==> src/rtl/ibmt_pkg.sv <==
// ----------------------------------------------------------------------------
// ibmt_pkg
// shared types and constants of the address filter table
// ----------------------------------------------------------------------------
package ibmt_pkg;

    localparam int TableDepth = 16;
    localparam int MaxResults = 16;

    typedef enum logic [2:0] {
        CMD_PKT_IN    = 3'd0,
        CMD_PKT_OUT   = 3'd1,
        CMD_BLOCK     = 3'd2,
        CMD_UNBLOCK   = 3'd3,
        CMD_MONITOR   = 3'd4,
        CMD_UNMONITOR = 3'd5,
        CMD_QUERY     = 3'd6,
        CMD_DUMP      = 3'd7
    } t_cmd;

    typedef enum logic [1:0] {
        DIR_NONE = 2'd0,
        DIR_IN   = 2'd1,
        DIR_OUT  = 2'd2
    } t_dir;

    typedef enum logic [0:0] {
        CFG_BLOCK_ALL_IN  = 1'b0,
        CFG_BLOCK_ALL_OUT = 1'b1
    } t_cfg_idx;

    typedef enum logic [1:0] {
        ST_IDLE,
        ST_EXEC,
        ST_DUMP
    } t_state;

endpackage

==> src/rtl/ip_block_monitor_table_core.sv <==
// ----------------------------------------------------------------------------
// ip_block_monitor_table_core
// address filter table with block and monitor flags and per-entry counters
// ----------------------------------------------------------------------------
// A request is taken when i_start is high and o_busy is low; each result
// appears for one cycle with o_strobe and cannot be held off. For every request
// but dump, the address match against the flag and address registers and the
// counter memory read happen in the accept cycle, the read-modify-write of the
// counter memory and the result in the next. A dump gives one result per cycle
// for each monitored entry, up to sixteen, read from the counter memory one
// entry at a time; with no monitored entry it gives a single result. o_busy is
// high in every cycle that gives a result.
module ip_block_monitor_table_core #(
    parameter int TABLE_DEPTH = ibmt_pkg::TableDepth
) (
    input  logic                  i_clk,
    input  logic                  i_rst_n,
    input  logic                  i_cfg_we,
    input  ibmt_pkg::t_cfg_idx    i_cfg_idx,
    input  logic                  i_cfg_data,
    input  logic                  i_start,
    output logic                  o_busy,
    input  logic [2:0]            i_cmd,
    input  logic [31:0]           i_ip_addr,
    output logic                  o_strobe,
    output logic                  o_drop,
    output logic                  o_status,
    output logic                  o_hit,
    output logic [31:0]           o_entry_addr,
    output logic                  o_entry_blocked,
    output logic                  o_entry_monitored,
    output logic [1:0]            o_entry_direction,
    output logic [31:0]           o_accepted_count,
    output logic [31:0]           o_dropped_count,
    output logic                  o_last
);
    import ibmt_pkg::*;

    localparam int IW = (TABLE_DEPTH > 1) ? $clog2(TABLE_DEPTH) : 1;
    localparam int CW = $clog2(MaxResults + 1);
    localparam int MW = 66;

    typedef struct packed {
        logic          found;
        logic [IW-1:0] idx;
    } t_find;

    function automatic t_find first_set(input logic [TABLE_DEPTH-1:0] vec);
        t_find f;
        f.found = 1'b0;
        f.idx   = '0;
        for (int k = TABLE_DEPTH - 1; k >= 0; k--) begin
            if (vec[k]) begin
                f.found = 1'b1;
                f.idx   = IW'(k);
            end
        end
        return f;
    endfunction

    t_state r_state, n_state;

    logic                   r_all_in, r_all_out;
    logic [TABLE_DEPTH-1:0] r_valid, r_blk, r_mon;
    logic [31:0]            r_slot_addr [TABLE_DEPTH];
    logic [MW-1:0]          mem [TABLE_DEPTH];
    logic [MW-1:0]          r_rd;

    t_cmd           r_cmd;
    logic [31:0]    r_addr;
    logic           r_hit, r_free_ok, r_all;
    logic [IW-1:0]  r_idx, r_free_idx, r_ptr;
    logic [CW-1:0]  r_cnt;

    logic [TABLE_DEPTH-1:0] match_vec, dump_vec, above_vec;
    t_find match_f, free_f, dmon_f, next_f;
    logic [IW-1:0] rd_addr;
    logic accept;

    always_comb begin
        for (int k = 0; k < TABLE_DEPTH; k++) begin
            match_vec[k] = r_valid[k] && (r_slot_addr[k] == i_ip_addr);
            above_vec[k] = r_valid[k] && r_mon[k] && (IW'(k) > r_ptr);
        end
        dump_vec = r_valid & r_mon;
        match_f  = first_set(match_vec);
        free_f   = first_set(~r_valid);
        dmon_f   = first_set(dump_vec);
        next_f   = first_set(above_vec);
    end

    assign accept = i_start && !o_busy;
    assign o_busy = (r_state != ST_IDLE);

    logic dump_last;
    assign dump_last = !next_f.found || (r_cnt == CW'(MaxResults - 1));

    always_comb begin
        if (r_state == ST_DUMP) begin
            rd_addr = next_f.idx;
        end else if (t_cmd'(i_cmd) == CMD_DUMP) begin
            rd_addr = dmon_f.idx;
        end else begin
            rd_addr = match_f.idx;
        end
    end

    always_ff @(posedge i_clk) begin
        r_rd <= mem[rd_addr];
    end

    logic [1:0]  rd_dir;
    logic [31:0] rd_acc, rd_drp;
    assign rd_dir = r_rd[65:64];
    assign rd_acc = r_rd[63:32];
    assign rd_drp = r_rd[31:0];

    logic          e_blk, e_mon, e_clear, e_we;
    logic [1:0]    e_dir;
    logic [31:0]   e_acc, e_drp;
    logic [IW-1:0] e_waddr;

    always_comb begin
        e_blk   = r_blk[r_idx];
        e_mon   = r_mon[r_idx];
        e_dir   = rd_dir;
        e_acc   = rd_acc;
        e_drp   = rd_drp;
        e_clear = 1'b0;
        e_we    = 1'b0;
        e_waddr = r_idx;
        o_drop   = 1'b0;
        o_status = 1'b0;
        o_hit    = 1'b0;
        case (r_cmd)
            CMD_PKT_IN, CMD_PKT_OUT: begin
                if (r_all) begin
                    o_drop = 1'b1;
                end else if (r_hit) begin
                    e_dir  = (r_cmd == CMD_PKT_IN) ? DIR_IN : DIR_OUT;
                    e_acc  = rd_acc + 32'(e_mon && !e_blk);
                    e_drp  = rd_drp + 32'(e_mon && e_blk);
                    e_we   = 1'b1;
                    o_drop = e_blk;
                    o_hit  = 1'b1;
                end
            end
            CMD_BLOCK, CMD_MONITOR: begin
                if (r_hit) begin
                    if (r_cmd == CMD_BLOCK) begin
                        e_blk = 1'b1;
                    end else if (!e_mon) begin
                        e_mon = 1'b1;
                        e_acc = '0;
                        e_we  = 1'b1;
                    end
                    o_hit = 1'b1;
                end else if (r_free_ok) begin
                    e_dir   = DIR_NONE;
                    e_acc   = '0;
                    e_drp   = '0;
                    e_we    = 1'b1;
                    e_waddr = r_free_idx;
                end else begin
                    o_status = 1'b1;
                end
            end
            CMD_UNBLOCK, CMD_UNMONITOR: begin
                if (r_hit) begin
                    if (r_cmd == CMD_UNBLOCK) begin
                        e_blk = 1'b0;
                    end else begin
                        e_mon = 1'b0;
                    end
                    e_clear = !e_blk && !e_mon;
                    o_hit   = 1'b1;
                end
            end
            CMD_QUERY: begin
                o_hit = r_hit;
            end
            default: begin
            end
        endcase
        if (r_state == ST_DUMP) begin
            e_blk = r_blk[r_ptr];
            e_mon = 1'b1;
            e_we  = 1'b0;
            o_hit = 1'b1;
        end
    end

    always_comb begin
        o_strobe          = (r_state == ST_EXEC) || (r_state == ST_DUMP);
        o_last            = (r_state == ST_EXEC) || dump_last;
        o_entry_addr      = '0;
        o_entry_blocked   = 1'b0;
        o_entry_monitored = 1'b0;
        o_entry_direction = '0;
        o_accepted_count  = '0;
        o_dropped_count   = '0;
        if (o_hit) begin
            o_entry_addr      = (r_state == ST_DUMP) ? r_slot_addr[r_ptr] : r_addr;
            o_entry_blocked   = e_blk;
            o_entry_monitored = e_mon;
            o_entry_direction = e_dir;
            o_accepted_count  = e_acc;
            o_dropped_count   = e_drp;
        end
    end

    always_comb begin
        n_state = r_state;
        case (r_state)
            ST_IDLE: begin
                if (accept) begin
                    if (t_cmd'(i_cmd) == CMD_DUMP && dmon_f.found) begin
                        n_state = ST_DUMP;
                    end else begin
                        n_state = ST_EXEC;
                    end
                end
            end
            ST_EXEC: n_state = ST_IDLE;
            ST_DUMP: begin
                if (dump_last) begin
                    n_state = ST_IDLE;
                end
            end
            default: n_state = ST_IDLE;
        endcase
    end

    always_ff @(posedge i_clk) begin
        if (!i_rst_n) begin
            r_state   <= ST_IDLE;
            r_all_in  <= 1'b0;
            r_all_out <= 1'b0;
            r_valid   <= '0;
        end else begin
            r_state <= n_state;
            if (i_cfg_we) begin
                case (i_cfg_idx)
                    CFG_BLOCK_ALL_IN:  r_all_in  <= i_cfg_data;
                    CFG_BLOCK_ALL_OUT: r_all_out <= i_cfg_data;
                    default: begin
                    end
                endcase
            end
            if (r_state == ST_EXEC) begin
                if ((r_cmd == CMD_BLOCK || r_cmd == CMD_MONITOR) && !r_hit && r_free_ok) begin
                    r_valid[r_free_idx] <= 1'b1;
                end
                if (e_clear) begin
                    r_valid[r_idx] <= 1'b0;
                end
            end
        end
    end

    always_ff @(posedge i_clk) begin
        if (accept) begin
            r_cmd      <= t_cmd'(i_cmd);
            r_addr     <= i_ip_addr;
            r_hit      <= match_f.found;
            r_idx      <= match_f.idx;
            r_free_ok  <= free_f.found;
            r_free_idx <= free_f.idx;
            r_all      <= (t_cmd'(i_cmd) == CMD_PKT_IN) ? r_all_in : r_all_out;
            r_ptr      <= dmon_f.idx;
            r_cnt      <= '0;
        end else if (r_state == ST_DUMP) begin
            r_ptr <= next_f.idx;
            r_cnt <= r_cnt + CW'(1);
        end
        if (r_state == ST_EXEC) begin
            if (e_we) begin
                mem[e_waddr] <= {e_dir, e_acc, e_drp};
            end
            if (r_cmd == CMD_BLOCK || r_cmd == CMD_MONITOR) begin
                if (r_hit) begin
                    r_blk[r_idx] <= e_blk;
                    r_mon[r_idx] <= e_mon;
                end else if (r_free_ok) begin
                    r_slot_addr[r_free_idx] <= r_addr;
                    r_blk[r_free_idx]       <= (r_cmd == CMD_BLOCK);
                    r_mon[r_free_idx]       <= (r_cmd == CMD_MONITOR);
                end
            end else if ((r_cmd == CMD_UNBLOCK || r_cmd == CMD_UNMONITOR) && r_hit) begin
                r_blk[r_idx] <= e_blk;
                r_mon[r_idx] <= e_mon;
            end
        end
    end

endmodule

==> config.mk <==
export PLATFORM = sky130hd
export DESIGN_NAME = ip_block_monitor_table_core
export DESIGN_NICKNAME = d
export VERILOG_FILES = /design/src/rtl/ibmt_pkg.sv /design/src/rtl/ip_block_monitor_table_core.sv
export SDC_FILE = /design/constraint.sdc
export NUM_CORES = 2
export LEC_CHECK = 0
export BUFFER_PORTS_ARGS = -buffer_cell sky130_fd_sc_hd__buf_4
export CAP_MARGIN = 30
export CELL_PAD_IN_SITES_DETAIL_PLACEMENT = 1
export CELL_PAD_IN_SITES_GLOBAL_PLACEMENT = 1
export CORE_MARGIN = 5
export CORE_UTILIZATION = 38
export CTS_CLUSTER_DIAMETER = 60
export DETAILED_ROUTE_END_ITERATION = 10
export PLACE_DENSITY_LB_ADDON = 0.1
export RECOVER_POWER = 100
export SKIP_CTS_REPAIR_TIMING = 1
export SLEW_MARGIN = 20
export SYNTH_ARGS = -nofsm -noshare
export SYNTH_HDL_FRONTEND = slang
export SYNTH_SLANG_ARGS = --single-unit
==> constraint.sdc <==
create_clock -name i_clk -period 10.8 [get_ports i_clk]
set_input_delay 1.62 -clock i_clk [delete_from_list [all_inputs] [get_ports i_clk]]
set_output_delay 1.62 -clock i_clk [all_outputs]
set_load 0.005 [all_outputs]
Word level (Yosys, flattened, before mapping)
Memories as Yosys holds them, arrays and structs flattened. A register that Yosys moved wholly into a read port is not among the register bits.
Cells that the tools add are included.
{ "classes": {"n_reduce_logical": 88, "eq_ne": 29, "order_cmp": 21, "add_sub_neg": 3, "bitwise_logic": 6, "muxes": 168} }
{ "op_table": {"columns": ["op", "count"], "rows": [
  ["$eq A32 B32 Y1", 16],
  ["$mux W32", 14],
  ["$mux W16", 12],
  ["$mux W5", 34],
  ["$pmux W32 S2", 2],
  ["$mux W4", 30],
  ["$add A32 B1 Y32", 2],
  ["$bwmux W16", 4],
  ["$logic_and A1 B1 Y1", 58],
  ["$mux W1", 46],
  ["$and A16 B16 Y16", 2],
  ["$gt A4 B4 Y1 const A", 8],
  ["$not A16 Y16", 2],
  ["$reduce_or A15 Y1", 2],
  ["$mux W2", 11],
  ["$gt A3 B4 Y1 const A", 4],
  ["$or A16 B16 Y16", 1],
  ["$lt A4 B5 Y1 const B", 3],
  ["$bmux W1 S4", 3],
  ["$eq A3 B3 Y1 const B", 4],
  ["$mux W3", 4],
  ["$demux W1 S4", 2],
  ["$ge A4 B1 Y1 const B", 2],
  ["$gt A1 B4 Y1 const A", 2],
  ["23 further kinds", 47]
]} }
{ "word_totals": {"input_bits": 41, "output_inout_bits": 106, "regBits": 107, "ramBits": 1568, "elab_cells": 335, "mem_count": 2} }
{ "memory_table": {"columns": ["name", "words", "word_bits", "rd", "rd_clocked_by_memory_dff", "write_ports", "line", "rtl"], "rows": [
  ["mem", 16, 66, 1, 1, 1, "ip_block_monitor_table_core.sv:66", "logic [MW-1:0] mem [TABLE_DEPTH];"],
  ["r_slot_addr", 16, 32, 17, 1, 1, "ip_block_monitor_table_core.sv:65", "logic [31:0] r_slot_addr [TABLE_DEPTH];"]
]} }

Longest topological paths before layout
{ "depth": {"depth_word": 22, "depth_mapped": 16, "depth_no_buf": 15} }

Worst setup path after synthesis
No wires, ideal clock.
{ "synth_timing": {"path_kind": "register to output", "start": "reg r_idx[0]", "end": "out o_accepted_count[30]", "required_ps": 9180, "slack_ps": 4636, "arrival_ps": 4544, "n_path_buf": 1, "stages_incl_launch_ff": 17, "cell_sequence": "edfxtp_1 clkbuf_1 mux4_2 mux4_2 nor2b_1 ha_1 ha_1 nand4_1 nor2_1 and3_1 nor2b_1 nand3_1 nor2_1 nand4_1 xor2_1 o21ai_0 and2_1"} }
{ "synth_between": {"elab_chain_len": 9, "word_cells_on_any_way": 14, "classes_between": "add/sub (1); mux (11); reduce/logical (2)"} }
{ "synth_rtl": {"columns": ["item", "line", "rtl"], "rows": [
  ["start: declaration", "ip_block_monitor_table_core.sv:72", "logic [IW-1:0] r_idx, r_free_idx, r_ptr;"],
  ["start signal: assignment", "ip_block_monitor_table_core.sv:266", "r_idx <= match_f.idx;"],
  ["$bmux W1 S4", "ip_block_monitor_table_core.sv:124", "e_blk = r_blk[r_idx];"],
  ["$mux W1 (implied by the code)", "ip_block_monitor_table_core.sv:124", null],
  ["$logic_not A1 Y1", "ip_block_monitor_table_core.sv:141", "e_acc = rd_acc + 32'(e_mon && !e_blk);"],
  ["$logic_and A1 B1 Y1", "ip_block_monitor_table_core.sv:141", null],
  ["$add A32 B1 Y32", "ip_block_monitor_table_core.sv:141", null],
  ["$mux W32", "ip_block_monitor_table_core.sv:139", "end else if (r_hit) begin"],
  ["$mux W32", "ip_block_monitor_table_core.sv:137", "if (r_all) begin"],
  ["$pmux W32 S2 *", "ip_block_monitor_table_core.sv:135", "case (r_cmd)"],
  ["via e_acc[30]", "ip_block_monitor_table_core.sv:120", "logic [31:0] e_acc, e_drp;"],
  ["$mux W32 *", "ip_block_monitor_table_core.sv:202", "if (o_hit) begin"],
  ["end: declaration", "ip_block_monitor_table_core.sv:33", "output logic [31:0] o_accepted_count,"]
]} }
Mark *: on every way through the listed nets, which the timed path passes. The rest lies on a longest branch. The select of a mux whose other input is x is not followed.

Worst setup path in the final report
{ "layout_timing": {"start": "reg r_cmd[2]", "end": "mem mem[2][58] (enable)"} }
{ "layout_between": {"elab_chain_len": 8, "word_cells_on_any_way": 14, "classes_between": "eq/ne (3); mux (8); reduce/logical (3)"} }
{ "layout_rtl": {"columns": ["item", "line", "rtl"], "rows": [
  ["start: declaration", "ip_block_monitor_table_core.sv:69", "t_cmd r_cmd;"],
  ["start signal: assignment", "ip_block_monitor_table_core.sv:263", "r_cmd <= t_cmd'(i_cmd);"],
  ["$eq A3 B2 Y1", "ip_block_monitor_table_core.sv:135, ip_block_monitor_table_core.sv:150", null],
  ["$mux W1", "ip_block_monitor_table_core.sv:150", "if (r_cmd == CMD_BLOCK) begin"],
  ["$mux W1", "ip_block_monitor_table_core.sv:149", "if (r_hit) begin"],
  ["$pmux W1 S2", "ip_block_monitor_table_core.sv:135", null],
  ["$mux W1", "ip_block_monitor_table_core.sv:185", "if (r_state == ST_DUMP) begin"],
  ["$mux W1", "ip_block_monitor_table_core.sv:277", "if (e_we) begin"],
  ["$mux W1", "ip_block_monitor_table_core.sv:276", "if (r_state == ST_EXEC) begin"],
  ["$mux W1 (implied by the code)", "ip_block_monitor_table_core.sv:278", "mem[e_waddr] <= {e_dir, e_acc, e_drp};"],
  ["end: declaration", "ip_block_monitor_table_core.sv:66", null]
]} }
Several ways; a longest one is shown, not always the timed one.

==> flow_summary_export.csv <==
group,metric,value,unit
outcome,status,"complete, but fails checks",
outcome,violations,"capacitance limit, slew limit",
power_and_ir_drop,seqPwrFrac,50.5,%
logic_synthesis,synthesis.nets,5033,
clock_network,cts_tree,"done",
floorplan,start_util,38.1,%
clock_network,cts_buffer_depth,3,
grt,grt_pass1_wl,373000,µm
finish,layout-drive-gt1-share,12.5,%
logic_synthesis,yosysMostFrequentCell,"edfxtp_1",
placement,place_congestion,0.999,
floorplan,dieArea,212000,µm²
logic_synthesis,synth-edff-count,1650,
grt,grt_pass1_vias,47684,
finish,area_delta_synth_final,13.3,%
timing,finClkSkew,0.0453,ns
finish,final_cells,8041,
detailed_routing,dr.pass1.iters,5,
logic_synthesis,synth_top_cell_by_area,"edfxtp_1",
power_and_ir_drop,pwr-share-comb,6.1,%
timing,slew_violations,2103,
power_and_ir_drop,clkPwrFrac,43.3,%
power_and_ir_drop,p_leak,27.1,nW
timing,tns,0,ns
logic_synthesis,ys_top_cells_by_area,"edfxtp_1 64%, mux2i_1 7.2%, mux4_2 5.1%",
timing,worst_slew_pin_slew,4.16,ns
power_and_ir_drop,p_switching,0.00351,W
timing,finalWorstSetupSlack,1.67,ns
timing,rsz0062_at_grt,"no",
setup_path,worst_ep_required_time,11.22,ns
power_and_ir_drop,swShare,23.4,%
floorplan,fp.dieH,460,µm
detailed_routing,wirelength,266000,µm
setup_path,critPathCaptureType,"flip-flop",
clock_network,htreeDepth,4,
detailed_routing,drc,0,
timing,fmax,110,MHz
finish,finish.net_count,5246,
power_and_ir_drop,peakVddDrop,0.125,mV
setup_path,cpMaxStageDelayCell,"clkbuf_1",
grt,grt_max_degree,107,
placement,dp_hpwl,178000,µm
timing,finalHoldViolCount,0,
logic_synthesis,synthArstFlopShare,0,%
power_and_ir_drop,power_density,172,nW/µm²
logic_synthesis,netlist_area,76900,µm²
logic_synthesis,synthFlopType,"edfxtp_1",
setup_path,critPathArrivalTime,9.55,ns
floorplan,num_io_pins,147,
setup_path,crit_type,"flip-flop to flip-flop",
logic_synthesis,ys_warn_count,0,
timing,period_share,84.5,%
logic_synthesis,ys_ff_latch,1745,
logic_synthesis,ys_seq_area_share,66.9,%
run,drv_cap,80,
detailed_routing,dr_total_vias,46631,
detailed_routing,drt-vias-per-instance,5.80,
grt,grt_remaining_overflow,0,
grt,antenna_found_initial,10,
clock_network,clk_latency,0.85,ns
logic_synthesis,synth_cell_type_count,80,
placement,portBuffers,146,
clock_network,cts_num_sinks,1745,
logic_synthesis,syn_area_per_cell,15.4,µm²
placement,pre_cts_ws,3.08,ns
setup_path,worstPathMaxFanout,57,
setup_path,cp_slowest_stage_delay,2.89,ns
clock_network,root_buffer,"clkbuf_16",
detailed_routing,ant_nets,0,
logic_synthesis,synth_common_cells,"1,650 x edfxtp_1, 555 x mux2i_1, 402 x xor2_1",
timing,layout_min_cycle_time,9.13,ns
timing,slew-limit-headroom,-177,%
setup_path,worstSetupStartpointType,"flip-flop",
timing,final-setup-viol-count,0,
floorplan,fp.dieW,460,µm
finish,utilization,43.2,%
grt,track_usage,24.8,%
power_and_ir_drop,internal_power,0.0115,W
floorplan,num_rows,165,
clock_network,clk_pin_slew,0.06,ns
floorplan,core,202000,µm²
clock_network,cts_buffers,198,
detailed_routing,wl_per_cell,33.1,µm
placement,dp.cells,7658,
setup_path,path_cells,"inv_1 > ha_1 > inv_1 > buf_4 > nor2_1 > o311a_1 > nor2b_1 > nand2_1 > nor2_4 > clkbuf_1 > clkbuf_1",
logic_synthesis,syn_inst,4982,
logic_synthesis,synth_top_area_share,64.4,%
detailed_routing,drtIter0Drc,3907,
min_path,worstHoldPathType,"flip-flop to flip-flop",
[per-layer routing]
metal  vias up  track usage (%)  routed length (µm)
met5         -                0                   0
met4         0             8.63               10000
met3       365             3.37               12800
met2      1395             41.1              129000
met1     24829             33.6              115000
li1      20042                -                   -
[power by group through the flow]
stage               logic, W  clock network [W]  registers [W]
detailed placement  0.000946                  0        0.00771
global placement    0.000934                  0        0.00771
global route        0.000968            0.00696        0.00758
finish              0.000919            0.00650        0.00758
floorplan           0.000545                  0        0.00766
CTS                 0.000950            0.00665        0.00757
[final timing paths]
path	from	endpoint	slack (ns)	depth (start not counted)
max	r_cmd[2]	mem[2][58]	1.67	11
min	r_all_out	r_all_out	0.47	2
max reg2reg	r_cmd[2]	mem[2][58]	1.67	11
min reg2reg	r_all_out	r_all_out	0.47	2
[stage by stage]
stage / hold slack (ns) / instance area (µm²) / power (W)
after floorplan: 0.441 / 76900 / 0.00821
after global placement: 0.461 / 81400 / 0.00864
after detailed placement: 0.459 / 81600 / 0.00866
after CTS: 0.467 / 87800 / 0.0152
after global routing: 0.496 / 87100 / 0.0155
final: 0.470 / 87100 / 0.0150
[critical path: cells and delay by family, from the launching register on]
kind / cells / cell delay [ns]
AO/OA/AOI/OAI: 1 / 0.34
adder cells (fa/ha/maj): 1 / 1.25
buffers and inverters: 5 / 5.38
flip-flops: 1 / 0.49
AND/OR/NAND/NOR: 4 / 1.10
[area by class of cell]
cell class                      count  area, µm²
Fill cell                       19733     115000
Sequential cell                  1745      51500
Multi-Input combinational cell   2917      24100
Clock buffer                      273       5400
Tap cell                         2672       3340
Timing Repair Buffer              307       1860
Clock inverter                     95        845
Inverter                           26       97.6
Antenna cell                        6       15.0
[sequential cells by signal (all words and copies together) (netlist names), 2 cells and up, named ones only]
register / count
mem: 1056
r_slot_addr: 512
r_rd: 66
r_addr: 32
r_blk: 16
r_mon: 16
r_valid: 16
r_cnt: 5
r_free_idx: 4
r_idx: 4
r_ptr: 4
r_cmd: 3
r_state: 2
[logic make-up after synthesis]
kind of cell	synth area share, %
buffers and inverters	2.07
XOR/XNOR	6.38
adder cells (fa/ha/maj)	0.176
AND/OR/NAND/NOR	7.47
multiplexers	12.4
flip-flops	66.9
AO/OA/AOI/OAI	4.62
[cell usage in the layout (no fill, tap or decap), types with 114 or more instances in the layout]
cell type	Yosys	routed
clkbuf_1	114	211
clkbuf_16	0	201
edfxtp_1	1650	1650
mux2i_1	555	555
mux4_2	175	175
nand2_1	278	275
nor4_1	174	173
o21ai_0	114	114
o22ai_1	266	266
xnor2_1	158	158
xor2_1	402	402
(Power assumes the default switching activity.)
